==> config.mk <==
export PLATFORM = sky130hd
export DESIGN_NAME = ssgu_ram
export DESIGN_NICKNAME = d
export VERILOG_FILES = /design/src/rtl/ssgu_ram.sv
export SDC_FILE = /design/constraint.sdc
export NUM_CORES = 2
export LEC_CHECK = 0
export ABC_CLOCK_PERIOD_IN_PS = 3570
export BUFFER_PORTS_ARGS = -buffer_cell sky130_fd_sc_hd__buf_2
export CAP_MARGIN = 20
export CORE_UTILIZATION = 35
export CTS_CLUSTER_SIZE = 8
export DETAILED_ROUTE_END_ITERATION = 7
export GPL_TIMING_DRIVEN = 0
export HOLD_SLACK_MARGIN = 0.15
export PLACE_DENSITY = 0.51
export SLEW_MARGIN = 40
export SYNTH_ARGS = -nofsm -noshare
export SYNTH_HDL_FRONTEND = slang
export SYNTH_SLANG_ARGS = --single-unit
==> constraint.sdc <==
create_clock -name i_clk -period 3.57 [get_ports i_clk]
set_clock_uncertainty 0.1 [all_clocks]
set_input_delay 0.1785 -clock i_clk [delete_from_list [all_inputs] [get_ports i_clk]]
set_output_delay 0.1785 -clock i_clk [all_outputs]
set_load 0.02 [all_outputs]
==> src/rtl/ssgu_ram.sv <==
// Generic single-clock RAM: one write port, one read port, registered read.
// No dependencies; width and depth come from parameters.
module ssgu_ram #(
    parameter int WIDTH = 2,
    parameter int DEPTH = 1024
) (
    input  logic                     i_clk,
    input  logic                     i_we,
    input  logic [$clog2(DEPTH)-1:0] i_waddr,
    input  logic [WIDTH-1:0]         i_wdata,
    input  logic [$clog2(DEPTH)-1:0] i_raddr,
    output logic [WIDTH-1:0]         o_rdata
);

    logic [WIDTH-1:0] mem [DEPTH];
    logic [WIDTH-1:0] r_rdata;

    always_ff @(posedge i_clk) begin
        if (i_we) begin
            mem[i_waddr] <= i_wdata;
        end
        r_rdata <= mem[i_raddr];
    end

    assign o_rdata = r_rdata;

endmodule

==> results.yml <==
status:
  status: "finished with violations"
  violations: "design-rule violations, negative setup slack"
cells_and_area:
  final_layout_size_suffix_gt1_share_pct: 23.66
  finalNetCount: 5289
  instances_no_fill: 8472
  syn2layout_area_growth_pct: 19.24
  fin_area_um2: 99870
timing:
  report.final.slew_viol_count: 0
  worst_slew_pin_slew_ns: 0.9901
  rsz0062_at_grt: "no"
  hold_violations: 0
  layout_setup_ws_ns: -0.2435
  fmax_ghz: 0.2622
  setup_viol: 2
  period_minus_slack_ns: 3.814
  slew_headroom_pct: 33.59
  timing.hold.ws_ns: 0.1969
  period_share_pct: 106.8
  fin_setup_tns_ns: -0.4494
routing:
  via_per_inst: 6.167
  postRouteAntennaNets: 0
  vias: 52240
  drc_errors: 4
  wl_per_cell_um: 41.46
  drt-initial-drc-count: 9664
  routed_wl_um: 351300
  first_pass_iters: 7
floorplan:
  core_um2: 237900
  die_x_um: 491.2
  die_area_um2: 241300
  ioPinCount: 26
  start_util_pct: 35.21
  fp.dieH_um: 491.2
  core.rowCount: 179
clock_tree:
  cts_sinks: 2050
  cts.path.max_buffers: 4
  cts-htree-levels: 5
  cts_root_buf: "clkbuf_16"
  path_clk_slew_ns: 0.05
  cts_buffers: 307
  clock_latency_ns: 0.97
  cts_tree: "yes"
global_route:
  grt_pass1_wl_um: 460900
  grt_pass1_vias: 50840
  gr-total-overflow: 0
  grt_max_degree: 149
  antenna_found_initial: 32
  track_usage_pct: 28.81
worst_setup_path:
  crit_fanout: 10
  crit_type: "primary input to flip-flop"
  cp-start-kind: "primary input"
  worstPathArrival_ns: 4.51
  r2r_setup_slack_ns: -0.04
  required_ns: 4.26
  crit_path_end_kind: "flip-flop"
placement:
  io_buffers: 23
  hpwl_um: 240600
  place_congestion: 0.9330
  place_area_um2: 91290
  post-place-cells: 8103
yosys:
  ys_warn_count: 0
  ys_async_sr_fraction_pct: 0
  yosys_register_bits: 2050
  avgSynthCellArea_um2: 17.48
  netlist_instances: 4793
  synth_top_cell_area_share_pct: 73.42
  synth.area.mux_share_pct: 14.66
  synth_cell_types: 66
  synth_compound_area_share_pct: 2.979
  synth_edf_count: 2048
  synth_top_family_by_area: "multiplexers"
  ys_seq_area_share_pct: 73.47
  synth_top_cell_by_area: "edfxtp_1"
  synthAdderAreaFrac_pct: 0
  synthSimpleGateAreaFrac_pct: 6.403
  synth_nets: 4817
  synthFlopType: "edfxtp_1"
  synth_xor_area_share_pct: 0
  syn_area_um2: 83760
  ys_top_cells_by_area: "edfxtp_1, mux4_2, nor2_1"
hold_path:
  hp-class: "primary input to flip-flop"
power_and_ir_drop:
  p_per_area_nw_per_um2: 559.0
  p_total_mw: 55.83
  ir_worst_vdd_v: 0.0003586
  power.leakage_nw: 31.11
job:
  drv_cap: 0
[final timing paths]
kind | from | to | cells after the start
max | i_raddr[1] | o_rdata[1] | 12
min reg2reg | mem[252][0] | o_rdata[0] | 6
min | i_wdata[1] | mem[357][1] | 2
max reg2reg | mem[182][1] | o_rdata[1] | 8
[Yosys cell counts, drive strengths merged, types with 13 or more instances]
library cell  instances
nor3                 45
clkbuf              239
a221oi               13
buf                 157
o22ai                45
a22o                 13
a22oi                45
nor2b                13
a211oi               13
o221ai               83
o21ai                36
mux2i               205
nand4                13
edfxtp             2048
nand3                39
nand2                96
mux4                449
nor2               1054
a21oi                70
[cell type report]
| cell class | count | area [µm²] |
|---|---|---|
| diodes | 10 | 25.02 |
| fillers | 21240 | 138000 |
| plain buffers | 392 | 2591 |
| inverters | 6 | 25.02 |
| clock buffers | 328 | 7889 |
| clock inverters | 11 | 128.9 |
| multi-input cells | 2341 | 20360 |
| flip-flops and latches | 2050 | 61540 |
| repair buffers | 167 | 3352 |
| well taps | 3167 | 3963 |
[per-stage QoR]
stage	utilization (%)	setup WS (ns)
final	41.99	-0.2435
after global routing	41.98	0.002437
after CTS	41.97	0.007539
after detailed placement	38.38	-1.958
after global placement	36.93	-11.96
after floorplan	-	0.9296
[what timing repair did]
item,CTS,global route
hold buffers,22,0
pin swaps,6,2
hold endpoints to repair,858,0
buffers inserted,2,0
resized for setup,89,10
setup endpoints to repair,2,2
[cell usage in the layout (no fill, tap or decap), types with 40 or more instances in the layout]
| master | instances |
|---|---|
| a21oi_1 | 68 |
| a22oi_1 | 45 |
| buf_1 | 40 |
| buf_16 | 94 |
| buf_6 | 44 |
| clkbuf_1 | 87 |
| clkbuf_16 | 313 |
| clkbuf_2 | 132 |
| edfxtp_1 | 2048 |
| mux2i_1 | 205 |
| mux4_2 | 449 |
| nand2_1 | 94 |
| nor2_1 | 1047 |
| o221ai_1 | 81 |
| o22ai_1 | 45 |
[worst max-delay path: stages]
cell and delay [ns]:
buf_4 0.20, buf_4 0.27, buf_6 0.31, buf_4 0.50, buf_6 0.43, mux2i_1 0.13, mux2_2 0.29, a211oi_1 0.84
o31ai_1 0.21, a21oi_2 0.56, o31ai_1 0.15, nand4_1 0.33
[state kept, by name, summed over array words and instances (netlist names)]
name	count
o_rdata	2
mem	2048
[report_power, final]
part           switching (mW)  internal, mW
sequential            0.00471          26.5
clock                    10.2          15.4
combinational            2.58          1.09
total                    12.7          43.1
[layer usage]
metal | track usage, % | vias up | wire [µm]
met5 | 0 | - | 82
met4 | 14.93 | 12 | 21040
met2 | 43.26 | 3827 | 156500
met1 | 38.94 | 27850 | 133000
met3 | 6.847 | 796 | 40620
li1 | - | 19760 | -
[logic make-up (layout without fill, tap and decap cells)]
group,count (synthesis),after routing
DFF,2050,2050
muxes,664,664
other,0,10
and+or+nand+nor,1324,1324
AOI/OAI and AO/OA,353,353
buffers and inverters,402,904
No activity file was read; power rests on OpenSTA's default activity.
